--- src/rtl/blhm_pkg.sv ---
package blhm_pkg;

    // Group size default
    localparam int SAMPLES_DEF = 10;

    // Field widths
    localparam int ADC_W      = 12;
    localparam int SUM_W      = 16;
    localparam int GAIN_W     = 16;
    localparam int GAIN_FRAC  = 12;
    localparam int LVL_MV_W   = 13;
    localparam int HYST_W     = 10;
    localparam int OUT_MV_W   = 16;
    localparam int LEVEL_W    = 2;
    localparam int STATE_W    = 3;
    localparam int CFG_IDX_W  = 3;
    localparam int CFG_DATA_W = 16;

    // Register indexes
    typedef enum logic [CFG_IDX_W-1:0] {
        REG_GAIN     = 3'd0,
        REG_LEVEL1   = 3'd1,
        REG_LEVEL2   = 3'd2,
        REG_LEVEL3   = 3'd3,
        REG_HYST     = 3'd4,
        REG_CHARGE   = 3'd5
    } cfg_reg_t;

    // Register reset values
    localparam logic [GAIN_W-1:0]   GAIN_RST   = 16'd6971;
    localparam logic [LVL_MV_W-1:0] LEVEL1_RST = 13'd3680;
    localparam logic [LVL_MV_W-1:0] LEVEL2_RST = 13'd3780;
    localparam logic [LVL_MV_W-1:0] LEVEL3_RST = 13'd3880;
    localparam logic [HYST_W-1:0]   HYST_RST   = 10'd20;
    localparam logic [LVL_MV_W-1:0] CHARGE_RST = 13'd4300;

    // Charge state codes
    localparam logic [STATE_W-1:0] LEVEL_0     = 3'd0;
    localparam logic [STATE_W-1:0] LEVEL_1     = 3'd1;
    localparam logic [STATE_W-1:0] LEVEL_2     = 3'd2;
    localparam logic [STATE_W-1:0] LEVEL_3     = 3'd3;
    localparam logic [STATE_W-1:0] LEVEL_UNSET = 3'd4;

    // Configuration bundle
    typedef struct packed {
        logic [GAIN_W-1:0]   gain;
        logic [LVL_MV_W-1:0] level1;
        logic [LVL_MV_W-1:0] level2;
        logic [LVL_MV_W-1:0] level3;
        logic [HYST_W-1:0]   hyst;
        logic [LVL_MV_W-1:0] charge_thr;
    } cfg_t;

endpackage

--- src/rtl/blhm_cfg.sv ---
module blhm_cfg (
    input  logic                             clk,
    input  logic                             rst_n,
    input  logic                             cfg_we,
    input  logic [blhm_pkg::CFG_IDX_W-1:0]   cfg_index,
    input  logic [blhm_pkg::CFG_DATA_W-1:0]  cfg_data,
    output blhm_pkg::cfg_t                   cfg
);

    blhm_pkg::cfg_t cfg_reg;
    blhm_pkg::cfg_t cfg_next;

    // Register decode; unknown indexes leave everything as is
    always_comb
    begin
        cfg_next = cfg_reg;
        if (cfg_we)
        begin
            unique case (blhm_pkg::cfg_reg_t'(cfg_index))
                blhm_pkg::REG_GAIN:
                    cfg_next.gain = cfg_data[blhm_pkg::GAIN_W-1:0];
                blhm_pkg::REG_LEVEL1:
                    cfg_next.level1 = cfg_data[blhm_pkg::LVL_MV_W-1:0];
                blhm_pkg::REG_LEVEL2:
                    cfg_next.level2 = cfg_data[blhm_pkg::LVL_MV_W-1:0];
                blhm_pkg::REG_LEVEL3:
                    cfg_next.level3 = cfg_data[blhm_pkg::LVL_MV_W-1:0];
                blhm_pkg::REG_HYST:
                    cfg_next.hyst = cfg_data[blhm_pkg::HYST_W-1:0];
                blhm_pkg::REG_CHARGE:
                    cfg_next.charge_thr = cfg_data[blhm_pkg::LVL_MV_W-1:0];
                default:
                    cfg_next = cfg_reg;
            endcase
        end
    end

    always_ff @(posedge clk or negedge rst_n)
    begin
        if (!rst_n)
        begin
            cfg_reg.gain       <= blhm_pkg::GAIN_RST;
            cfg_reg.level1     <= blhm_pkg::LEVEL1_RST;
            cfg_reg.level2     <= blhm_pkg::LEVEL2_RST;
            cfg_reg.level3     <= blhm_pkg::LEVEL3_RST;
            cfg_reg.hyst       <= blhm_pkg::HYST_RST;
            cfg_reg.charge_thr <= blhm_pkg::CHARGE_RST;
        end
        else
        begin
            cfg_reg <= cfg_next;
        end
    end

    assign cfg = cfg_reg;

endmodule

--- src/rtl/blhm_acc.sv ---
module blhm_acc #(
    parameter int SAMPLES = blhm_pkg::SAMPLES_DEF
) (
    input  logic                          clk,
    input  logic                          rst_n,
    input  logic                          in_valid,
    output logic                          in_stall,
    input  logic [blhm_pkg::ADC_W-1:0]    adc_sample,
    output logic                          grp_valid,
    output logic [blhm_pkg::SUM_W-1:0]    grp_sum,
    input  logic                          grp_ready
);

    localparam int CNT_W = (SAMPLES > 1) ? $clog2(SAMPLES) : 1;
    localparam logic [CNT_W-1:0] LAST = CNT_W'(SAMPLES - 1);

    logic [CNT_W-1:0]             count_reg, count_next;
    logic [blhm_pkg::SUM_W-1:0]   sum_reg, sum_next;
    logic                         grp_valid_reg, grp_valid_next;
    logic [blhm_pkg::SUM_W-1:0]   grp_sum_reg;
    logic [blhm_pkg::SUM_W-1:0]   sum_add;
    logic                         accept;
    logic                         last;

    // Hold off new samples only when the finished group cannot move on
    assign in_stall = grp_valid_reg && !grp_ready;
    assign accept   = in_valid && !in_stall;
    assign last     = (count_reg == LAST);
    assign sum_add  = sum_reg + blhm_pkg::SUM_W'(adc_sample);

    // Accumulate; restart after the last sample of a group
    always_comb
    begin
        count_next     = count_reg;
        sum_next       = sum_reg;
        grp_valid_next = grp_ready ? 1'b0 : grp_valid_reg;
        if (accept)
        begin
            if (last)
            begin
                count_next     = '0;
                sum_next       = '0;
                grp_valid_next = 1'b1;
            end
            else
            begin
                count_next = count_reg + CNT_W'(1);
                sum_next   = sum_add;
            end
        end
    end

    always_ff @(posedge clk or negedge rst_n)
    begin
        if (!rst_n)
        begin
            count_reg     <= '0;
            sum_reg       <= '0;
            grp_valid_reg <= 1'b0;
        end
        else
        begin
            count_reg     <= count_next;
            sum_reg       <= sum_next;
            grp_valid_reg <= grp_valid_next;
        end
    end

    // Group total
    always_ff @(posedge clk)
    begin
        if (accept && last)
        begin
            grp_sum_reg <= sum_add;
        end
    end

    assign grp_valid = grp_valid_reg;
    assign grp_sum   = grp_sum_reg;

`ifndef SYNTH
    a_count_range: assert property (@(posedge clk) disable iff (!rst_n)
        count_reg <= LAST)
        else $error("sample count beyond group size");
`endif

endmodule

--- src/rtl/blhm_scale.sv ---
module blhm_scale #(
    parameter int SAMPLES = blhm_pkg::SAMPLES_DEF
) (
    input  logic                           clk,
    input  logic                           rst_n,
    input  logic                           up_valid,
    output logic                           up_ready,
    input  logic [blhm_pkg::SUM_W-1:0]     sum,
    input  logic [blhm_pkg::GAIN_W-1:0]    gain,
    output logic                           dn_valid,
    output logic [blhm_pkg::OUT_MV_W-1:0]  mv,
    input  logic                           dn_ready
);

    localparam int PROD_W   = blhm_pkg::SUM_W + blhm_pkg::GAIN_W;
    localparam int QIN_W    = PROD_W - blhm_pkg::GAIN_FRAC;
    localparam int SHIFT    = QIN_W + $clog2(SAMPLES);
    localparam int RECIP_W  = SHIFT + 1;
    localparam int MUL_W    = QIN_W + RECIP_W;
    localparam int QUO_W    = MUL_W - SHIFT;
    // ceil(2^SHIFT / SAMPLES): exact floor division for QIN_W-bit values
    localparam logic [RECIP_W-1:0] RECIP =
        RECIP_W'(((64'd1 << SHIFT) + 64'(SAMPLES) - 64'd1) / 64'(SAMPLES));

    logic                          prod_valid_reg;
    logic [PROD_W-1:0]             prod_reg;
    logic                          mv_valid_reg;
    logic [blhm_pkg::OUT_MV_W-1:0] mv_reg;
    logic                          mv_ready;
    logic [PROD_W-1:0]             prod;
    logic [MUL_W-1:0]              quo_full;
    logic [QUO_W-1:0]              quo;

    assign mv_ready = !mv_valid_reg || dn_ready;
    assign up_ready = !prod_valid_reg || mv_ready;

    // Stage 1: sum times Q12 gain
    assign prod = PROD_W'(sum) * PROD_W'(gain);

    // Stage 2: drop the fraction, divide by group size via reciprocal
    assign quo_full = MUL_W'(prod_reg[PROD_W-1:blhm_pkg::GAIN_FRAC]) * MUL_W'(RECIP);
    assign quo      = quo_full[MUL_W-1:SHIFT];

    always_ff @(posedge clk or negedge rst_n)
    begin
        if (!rst_n)
        begin
            prod_valid_reg <= 1'b0;
            mv_valid_reg   <= 1'b0;
        end
        else
        begin
            if (up_ready)
            begin
                prod_valid_reg <= up_valid;
            end
            if (mv_ready)
            begin
                mv_valid_reg <= prod_valid_reg;
            end
        end
    end

    always_ff @(posedge clk)
    begin
        if (up_ready && up_valid)
        begin
            prod_reg <= prod;
        end
        if (mv_ready && prod_valid_reg)
        begin
            mv_reg <= quo[blhm_pkg::OUT_MV_W-1:0];
        end
    end

    assign dn_valid = mv_valid_reg;
    assign mv       = mv_reg;

`ifndef SYNTH
    a_quo_fits: assert property (@(posedge clk) disable iff (!rst_n)
        prod_valid_reg |-> (quo[QUO_W-1:blhm_pkg::OUT_MV_W] == '0))
        else $error("scaled voltage exceeds output width");
`endif

endmodule

--- src/rtl/blhm_level.sv ---
module blhm_level (
    input  logic                           clk,
    input  logic                           rst_n,
    input  blhm_pkg::cfg_t                 cfg,
    input  logic                           up_valid,
    output logic                           up_ready,
    input  logic [blhm_pkg::OUT_MV_W-1:0]  mv,
    output logic                           out_valid,
    input  logic                           out_stall,
    output logic [blhm_pkg::OUT_MV_W-1:0]  battery_mv,
    output logic [blhm_pkg::LEVEL_W-1:0]   charge_level,
    output logic                           charging
);

    localparam int CMP_W = blhm_pkg::OUT_MV_W + 2;

    logic [blhm_pkg::STATE_W-1:0]  level_state_reg, level_state_next;
    logic                          out_valid_reg;
    logic [blhm_pkg::OUT_MV_W-1:0] mv_out_reg;
    logic [blhm_pkg::LEVEL_W-1:0]  level_out_reg;
    logic                          charging_reg;
    logic                          fire;
    logic signed [CMP_W-1:0]       mv_s, hyst_s, l1_s, l2_s, l3_s;
    logic                          above1, above2, above3, below1, below2, below3;

    assign up_ready = !out_valid_reg || !out_stall;
    assign fire     = up_valid && up_ready;

    // Boundaries with hysteresis, signed so low boundaries do not wrap
    assign mv_s   = $signed(CMP_W'(mv));
    assign hyst_s = $signed(CMP_W'(cfg.hyst));
    assign l1_s   = $signed(CMP_W'(cfg.level1));
    assign l2_s   = $signed(CMP_W'(cfg.level2));
    assign l3_s   = $signed(CMP_W'(cfg.level3));
    assign above1 = mv_s > (l1_s + hyst_s);
    assign above2 = mv_s > (l2_s + hyst_s);
    assign above3 = mv_s > (l3_s + hyst_s);
    assign below1 = mv_s < (l1_s - hyst_s);
    assign below2 = mv_s < (l2_s - hyst_s);
    assign below3 = mv_s < (l3_s - hyst_s);

    // Charge state step; unset goes straight to state 0
    always_comb
    begin
        level_state_next = level_state_reg;
        if (fire)
        begin
            unique case (level_state_reg)
                blhm_pkg::LEVEL_0:
                begin
                    level_state_next = above1 ? blhm_pkg::LEVEL_1 : blhm_pkg::LEVEL_0;
                end
                blhm_pkg::LEVEL_1:
                begin
                    priority if (above2)
                        level_state_next = blhm_pkg::LEVEL_2;
                    else if (below1)
                        level_state_next = blhm_pkg::LEVEL_0;
                    else
                        level_state_next = blhm_pkg::LEVEL_1;
                end
                blhm_pkg::LEVEL_2:
                begin
                    priority if (above3)
                        level_state_next = blhm_pkg::LEVEL_3;
                    else if (below2)
                        level_state_next = blhm_pkg::LEVEL_1;
                    else
                        level_state_next = blhm_pkg::LEVEL_2;
                end
                blhm_pkg::LEVEL_3:
                begin
                    level_state_next = below3 ? blhm_pkg::LEVEL_2 : blhm_pkg::LEVEL_3;
                end
                default:
                begin
                    level_state_next = blhm_pkg::LEVEL_0;
                end
            endcase
        end
    end

    always_ff @(posedge clk or negedge rst_n)
    begin
        if (!rst_n)
        begin
            level_state_reg <= blhm_pkg::LEVEL_UNSET;
            out_valid_reg   <= 1'b0;
        end
        else
        begin
            level_state_reg <= level_state_next;
            if (up_ready)
            begin
                out_valid_reg <= up_valid;
            end
        end
    end

    // Result register
    always_ff @(posedge clk)
    begin
        if (fire)
        begin
            mv_out_reg    <= mv;
            level_out_reg <= level_state_next[blhm_pkg::LEVEL_W-1:0];
            charging_reg  <= (mv > blhm_pkg::OUT_MV_W'(cfg.charge_thr));
        end
    end

    assign out_valid    = out_valid_reg;
    assign battery_mv   = mv_out_reg;
    assign charge_level = level_out_reg;
    assign charging     = charging_reg;

`ifndef SYNTH
    a_state_set: assert property (@(posedge clk) disable iff (!rst_n)
        fire |=> (level_state_reg != blhm_pkg::LEVEL_UNSET))
        else $error("charge state still unset after a measurement");

    a_state_step: assert property (@(posedge clk) disable iff (!rst_n)
        (fire && !level_state_reg[2]) |->
            ((level_state_next == level_state_reg) ||
             (level_state_next == level_state_reg + 3'd1) ||
             (level_state_next + 3'd1 == level_state_reg)))
        else $error("charge state moved by more than one step");

    a_state_legal: assert property (@(posedge clk) disable iff (!rst_n)
        level_state_reg <= blhm_pkg::LEVEL_UNSET)
        else $error("charge state holds a code above unset");
`endif

endmodule

--- src/rtl/battery_level_hysteresis_monitor_core.sv ---
// Battery level monitor with hysteresis.
// Input channel: one raw ADC sample per request (in_valid / in_stall).
// Every SAMPLES accepted samples form a group; the last sample of a group
// causes one result on the output channel (out_valid / out_stall):
// battery_mv = floor(sum * gain / (SAMPLES * 4096)), a two-bit charge state
// kept with hysteresis, and a charging flag. Other samples give no result.
// Throughput: one sample per cycle while in_stall is low, set by the accumulator.
// Path: the last sample of a group passes the group register, the gain
// multiply register, the reciprocal divide into the scale output register,
// and the level compare into the result register.
// Configuration: plain write port (cfg_we, cfg_index, cfg_data); write only
// while no group is in flight. Unknown indexes are ignored.
// Reset: registers take their default values, the sample count and sum
// clear, and the charge state becomes unset, so the first measurement sets
// state 0 without comparing.
// Stall: a stalled result holds; the two inner stages keep filling, and
// in_stall rises only when a finished group can no longer move forward.
module battery_level_hysteresis_monitor_core #(
    parameter int SAMPLES = blhm_pkg::SAMPLES_DEF
) (
    input  logic                             clk,
    input  logic                             rst_n,
    input  logic                             cfg_we,
    input  logic [blhm_pkg::CFG_IDX_W-1:0]   cfg_index,
    input  logic [blhm_pkg::CFG_DATA_W-1:0]  cfg_data,
    input  logic                             in_valid,
    output logic                             in_stall,
    input  logic [blhm_pkg::ADC_W-1:0]       adc_sample,
    output logic                             out_valid,
    input  logic                             out_stall,
    output logic [blhm_pkg::OUT_MV_W-1:0]    battery_mv,
    output logic [blhm_pkg::LEVEL_W-1:0]     charge_level,
    output logic                             charging
);

    blhm_pkg::cfg_t                cfg;
    logic                          grp_valid;
    logic                          grp_ready;
    logic [blhm_pkg::SUM_W-1:0]    grp_sum;
    logic                          mv_valid;
    logic                          mv_ready;
    logic [blhm_pkg::OUT_MV_W-1:0] mv;

    // Register file
    blhm_cfg u_cfg (
        .clk       (clk),
        .rst_n     (rst_n),
        .cfg_we    (cfg_we),
        .cfg_index (cfg_index),
        .cfg_data  (cfg_data),
        .cfg       (cfg)
    );

    // Sample accumulator
    blhm_acc #(
        .SAMPLES (SAMPLES)
    ) u_acc (
        .clk        (clk),
        .rst_n      (rst_n),
        .in_valid   (in_valid),
        .in_stall   (in_stall),
        .adc_sample (adc_sample),
        .grp_valid  (grp_valid),
        .grp_sum    (grp_sum),
        .grp_ready  (grp_ready)
    );

    // Gain and averaging
    blhm_scale #(
        .SAMPLES (SAMPLES)
    ) u_scale (
        .clk      (clk),
        .rst_n    (rst_n),
        .up_valid (grp_valid),
        .up_ready (grp_ready),
        .sum      (grp_sum),
        .gain     (cfg.gain),
        .dn_valid (mv_valid),
        .mv       (mv),
        .dn_ready (mv_ready)
    );

    // Charge state and result register
    blhm_level u_level (
        .clk          (clk),
        .rst_n        (rst_n),
        .cfg          (cfg),
        .up_valid     (mv_valid),
        .up_ready     (mv_ready),
        .mv           (mv),
        .out_valid    (out_valid),
        .out_stall    (out_stall),
        .battery_mv   (battery_mv),
        .charge_level (charge_level),
        .charging     (charging)
    );

endmodule

--- config.mk ---
export PLATFORM = sky130hd
export DESIGN_NAME = battery_level_hysteresis_monitor_core
export DESIGN_NICKNAME = d
export VERILOG_FILES = /design/src/rtl/blhm_pkg.sv /design/src/rtl/blhm_cfg.sv /design/src/rtl/blhm_acc.sv /design/src/rtl/blhm_scale.sv /design/src/rtl/blhm_level.sv /design/src/rtl/battery_level_hysteresis_monitor_core.sv
export SDC_FILE = /design/constraint.sdc
export NUM_CORES = 1
export LEC_CHECK = 0
export BUFFER_PORTS_ARGS = -buffer_cell sky130_fd_sc_hd__buf_2
export CORE_ASPECT_RATIO = 0.5
export CORE_MARGIN = 2
export CORE_UTILIZATION = 45
export CTS_CLUSTER_DIAMETER = 30
export DETAILED_ROUTE_END_ITERATION = 8
export SYNTH_ARGS = -nofsm -noshare
export SYNTH_HDL_FRONTEND = slang
export SYNTH_HIERARCHICAL = 1
export SYNTH_SLANG_ARGS = --single-unit
--- constraint.sdc ---
create_clock -name clk -period 6.65 [get_ports clk]
set_input_delay 0.3325 -clock clk [delete_from_list [all_inputs] [get_ports clk]]
set_output_delay 0.3325 -clock clk [all_outputs]
set_load 0.02 [all_outputs]
### After elaboration in Yosys (flattened, before gate mapping)

Cells that the tools add are included.

* bits of input ports: 36
* word-level logic and storage cells: 82
* flip-flop bits (word level): 188

* add/subtract/negate cells: 8
* $mul: 2
* $lt $le $gt $ge: 7
* reductions and logical operators: 23
* equality and inequality tests: 9
* muxes and demuxes: 13

Operators by type and width (number)
* $gt 17x18->1: 3
* $lt 17x18->1: 3
* $add 13x10->14: 3
* $sub 13x10->14: 3
* $mul 20x20->39 const B: 1
* $mul 16x16->32: 1
* $add 16x12->16: 1
* $gt 16x13->1: 1
* $mux 16: 1
* $eq 3x2->1 const B: 4
* $pmux 3 s4: 1
* $reduce_and 2->1: 6
* $eq 3x1->1 const B: 2
* $eq 3x3->1 const B: 2
* $logic_and 1x1->1: 6
* $logic_not 1->1: 6
* $logic_not 3->1: 2
* $mux 1: 6
* $mux 3: 2
* $add 4x1->4 const B: 1
* $eq 4x4->1 const B: 1
* $mux 2: 2
* $mux 4: 1
* $logic_or 1x1->1: 3

### Longest topological paths before layout

* word-level depth: 9
* mapped depth: 25
* mapped depth without buffers: 24

### Hierarchy

Netlist, hierarchy kept.

Modules (own cells, without submodules)
* blhm_scale: cells each 1567, sequential area each 1131.1 um^2, area an instance 15708.8 um^2, times used 1
* blhm_level: cells each 749, sequential area each 671.9 um^2, area an instance 6170.9 um^2, times used 1
* blhm_cfg: cells each 168, sequential area each 1993.2 um^2, area an instance 2991.6 um^2, times used 1
* blhm_acc: cells each 179, sequential area each 1006.0 um^2, area an instance 2057.0 um^2, times used 1

### Least setup slack after synthesis

OpenSTA, ideal clock, no wires.

* kind: register to register
* start point: reg u_cfg/cfg[74] (netlist name)
* end point: reg u_scale.prod_reg[31] (data pin)
* arrival: 5886 ps
* cell stages (with the launch flop): 22
* period minus slack after synthesis: 6149 ps
* setup slack: 501 ps
* path buffers: 1
* library setup time: 263 ps
* cell sequence: dfstp_2 > clkbuf_1 > nand2_1 > fa_1 > inv_1 > fa_1 > fa_1 > fa_1 > fa_1 > inv_1 > fa_1 > inv_1 > ha_1 > a21o_1 > a21oi_1 > o311ai_2 > o211ai_2 > o211ai_2 > nand3_2 > a21oi_2 > o41ai_2 > xnor2_1

* longest elaborated chain between the ends: 1

RTL lines
* $mul 16x16->32: line blhm_scale.sv:38 `assign prod = PROD_W'(sum) * PROD_W'(gain);`
* named net u_scale.prod[31]: line blhm_scale.sv:30 `logic [PROD_W-1:0] prod;`
* end signal, assigned: line blhm_scale.sv:68 `prod_reg <= prod;`
* end, declared: line blhm_scale.sv:26 `logic [PROD_W-1:0] prod_reg;`

The timed path passes the listed nets, and every way through them passes these cells.
A chain may end at the register's enable or synchronous reset.

### Worst setup path in the final report

* start point: reg u_scale.prod_reg[13]
* end point: reg u_scale.mv_reg, in the netlist u_scale/mv[13] (data pin)

* longest elaborated chain between the ends: 1

RTL lines
* $mul 20x20->39: line blhm_scale.sv:41 `assign quo_full = MUL_W'(prod_reg[PROD_W-1:blhm_pkg::GAIN_FRAC]) * MUL_W'(RECIP);`
* named net u_scale.quo[13]: line blhm_scale.sv:32 `logic [QUO_W-1:0] quo;`
* end signal, assigned: line blhm_scale.sv:72 `mv_reg <= quo[blhm_pkg::OUT_MV_W-1:0];`
* end, declared: line blhm_scale.sv:28 `logic [blhm_pkg::OUT_MV_W-1:0] mv_reg;`

The timed path passes the listed nets, and every way through them passes these cells.

==> qor_table.md <==
| Parameter | Reported |
|---|---|
| Share of cell area taken by muxes after synthesis | 0.0326 |
| Detailed-route wire length per cell | 19.2 um |
| Critical-path top delay cell | sky130_fd_sc_hd__fa_1 |
| Signal arrival time at the worst endpoint | 6610 ps |
| Post-route DRC violation count | 0 |
| Clock latency on the worst-skew pair | 500 ps |
| Maximum clock path buffer count | 2 |
| Maximum level of the CTS H-tree | 4 |
| CTS tree | yes |
| Worst-case headroom to the max-slew limit | 0.276 |
| Most common library cell in the layout ignoring fill and taps | sky130_fd_sc_hd__ha_1 |
| Global-route usage over all layers | 0.228 |
| Count of flip-flops with a built-in enable after synthesis | 71 |
| Post-detail-place hpwl | 56400 um |
| Crit Path Class | flip-flop to flip-flop |
| Antenna diode count | 0 |
| Post-CTS clock slew at the launch and capture registers of the worst setup and hold paths | 70 ps |
| Crit path required time | 6900 ps |
| Main combinational cell family by area after synthesis | adder cells |
| Worst-margin pin slew | 1060 ps |
| Final Wtd Congestion | 0.966 |
| Remaining antenna violation count | 0 |
| Placed insts | 3508 |
| Final standard cell area without fillers | 0.0290 mm2 |
| Family with the most delay on the worst path | adder cells |
| Most frequently used flop master after synthesis | sky130_fd_sc_hd__edfxtp_1 |
| Number of design-rule violations left by the first detailed-router iteration | 989 |
| Kind of end point of the critical path | flip-flop |
| Final Non-Filler Cells | 3544 |
| Crit path launch type | flip-flop |
| Path class of the lowest-slack min-delay path | input port to flip-flop |
| Post-layout nets | 3554 |
| Worst clock skew | 23.4 ps |
| Total length of routed wires | 68200 um |
| Die area | 0.0619 mm2 |
| Initial antenna violation count | 6 |
| Final critical-path share of the clock period | 0.957 |
| Post-route setup TNS | 0 ps |
| Area post-placement | 0.0283 mm2 |
| Area of combinational cells with multiple inputs | 0.0201 mm2 |
| Sequential cell area | 0.00481 mm2 |
| Root Buffer Master | sky130_fd_sc_hd__clkbuf_16 |
| Cells after synthesis | 2663 |
| Count of final setup violators | 0 |
| Max-cap viol count | 0 |
| Mapped Nets | 3498 |
| Die Height | 177 um |
| Overall overflow remaining after global route | 0 |
| FF+latch count, synth | 176 |
| Combined area of all synthesized cells | 0.0269 mm2 |
| Starting Density | 0.455 |
| Final max-slew violation count | 0 |
| Via count of the first global-routing pass | 19.7k |
| Cell-by-cell trace of the critical path | ha_1 -> xor2_1 -> ha_1 -> or2_2 -> fa_1 -> fa_1 -> fa_1 -> fa_1 -> ha_1 -> ha_1 -> nand4_1 -> nor3_2 -> o221ai_1 -> a31oi_1 -> o21ai_1 -> and2_1 -> o21ai_1 -> a21o_1 -> a21oi_1 -> xnor2_1 |
| Via count of the routed design | 18.7k |
| Area Growth Syn to Fin | 7.52% |
| XOR/XNOR share of the synthesized area | 0.0403 |
| Hold Worst Slack | 76.3 ps |
| Ports | 57 |
| Most used cells in the layout excluding fill and tap cells | sky130_fd_sc_hd__ha_1 (469), sky130_fd_sc_hd__inv_1 (463), sky130_fd_sc_hd__fa_1 (329), sky130_fd_sc_hd__nand2_1 (195), sky130_fd_sc_hd__and2_1 (137) |
| Synth Area in Compound Gates | 0.0954 |
| Maximum frequency from static timing analysis | 0.157 GHz |
| Final Hold Vio Count | 0 |
| Post-synthesis sequential area ratio | 0.178 |
| CORE AREA | 0.0592 mm2 |
| Flip-flop count of the largest register, all copies and words added | 78 |
| First-pass GRT wire length | 108000 um |
| Proportion of layout cells with a drive suffix above 1 | 0.107 |
| Post-Synthesis Mean Instance Area | 10.1 um2 |
| Pin count of the biggest net entering global routing | 63 |
| Run status | complete, no violations |
| Vias per cell | 5.29 |
| Drt first pass iters | 7 |
| Total number of yosys warnings | 6 |
| Fraction of the mapped netlist area in adder cells | 0.463 |
| Peak per-stage delay on the critical path | 540 ps |
| Min Tclk post-route | 6360 ps |
| Number of port buffers | 56 |
| Number of buffers created by CTS | 17 |
| Async set-reset flop share out of synthesis | 0.597 |
| Die boundary width | 350 um |
| Synth Area in Simple Gates | 0.115 |
| Number of placement rows | 63 |
| CP Max Fanout | 7 |
| Number of library cell types mapped by synthesis | 88 |
| Layout fillers | 5533 |
| Clock Sink Count | 176 |
| CP bufs+invs | 0 |
==> cell usage after synthesis (23+ instances only) <==
master	n	area [um2]
sky130_fd_sc_hd__inv_1	463	1740
sky130_fd_sc_hd__dfrtp_1	71	1780
sky130_fd_sc_hd__a21o_1	51	383
sky130_fd_sc_hd__a21oi_1	82	410
sky130_fd_sc_hd__and2_1	137	857
sky130_fd_sc_hd__nor2b_1	23	144
sky130_fd_sc_hd__nand2_1	195	732
sky130_fd_sc_hd__mux2_2	78	878
sky130_fd_sc_hd__nor2_1	79	297
sky130_fd_sc_hd__fa_1	329	6590
sky130_fd_sc_hd__clkbuf_1	53	199
sky130_fd_sc_hd__ha_1	470	5880
sky130_fd_sc_hd__o21ai_0	43	215
sky130_fd_sc_hd__nand3_1	25	125
sky130_fd_sc_hd__dfstp_2	34	893
sky130_fd_sc_hd__nor3_1	27	135
sky130_fd_sc_hd__xor2_1	40	350
sky130_fd_sc_hd__xnor2_1	84	736
sky130_fd_sc_hd__edfxtp_1	71	2130
==> area by class of cell <==
| type | instances | area share |
|---|---|---|
| multi-input combinational | 1956 | 0.695 |
| sequential | 176 | 0.166 |
| timing repair buffer | 105 | 0.0226 |
| tap | 812 | 0.0351 |
| inverter | 463 | 0.0600 |
| clock inverter | 15 | 0.00700 |
| clock buffer | 17 | 0.0147 |
==> final timing paths <==
path                                        start                 end  slack, ps  cells past startpoint
setup / recovery             u_scale/prod_reg[13]      u_scale/mv[13]        290                     20
hold / removal                       cfg_data[13]       u_cfg/cfg[75]         80                      2
setup reg to reg             u_scale/prod_reg[13]      u_scale/mv[13]        290                     20
hold reg to reg            u_scale/prod_valid_reg    u_scale/dn_valid        510                      1
max in group asynchronous                   rst_n  u_acc/count_reg[3]       4880                      3
min in group asynchronous                   rst_n       u_cfg/cfg[37]        370                      2
==> routing by layer <==
| metal | up-vias | global-route usage | wire, um | share of wire |
|---|---|---|---|---|
| met4 | 0 | 0.0481 | 1020 | 0.015 |
| li1 | 8962 | - | - | - |
| met5 | - | 0 | 0 | 0 |
| met3 | 56 | 0.0404 | 2540 | 0.037 |
| met2 | 301 | 0.386 | 32500 | 0.48 |
| met1 | 9419 | 0.308 | 32100 | 0.47 |
==> kinds of logic after synthesis <==
family	after synthesis
compound gates	358
xor+xnor	124
fa+ha+maj	799
buf+inv	531
flops	176
mux	78
simple gates	597
==> per-stage QoR <==
step                 util  setup WS (ps)
global placement    0.478            251
CTS                 0.488            133
detailed placement  0.478            122
global route        0.489          -8.22
finish              0.489            289
floorplan               -            501
==> what timing repair did <==
action,in CTS,in global routing
buffers inserted,0,3
hold buffers,1,0
hold endpoints to repair,27,0
endpoints found under the setup margin,0,6
gates resized for setup,0,5
Power is left out: the tool's default activity adds up to more than one toggle a clock period on the data nets, which glitch-free logic cannot reach.
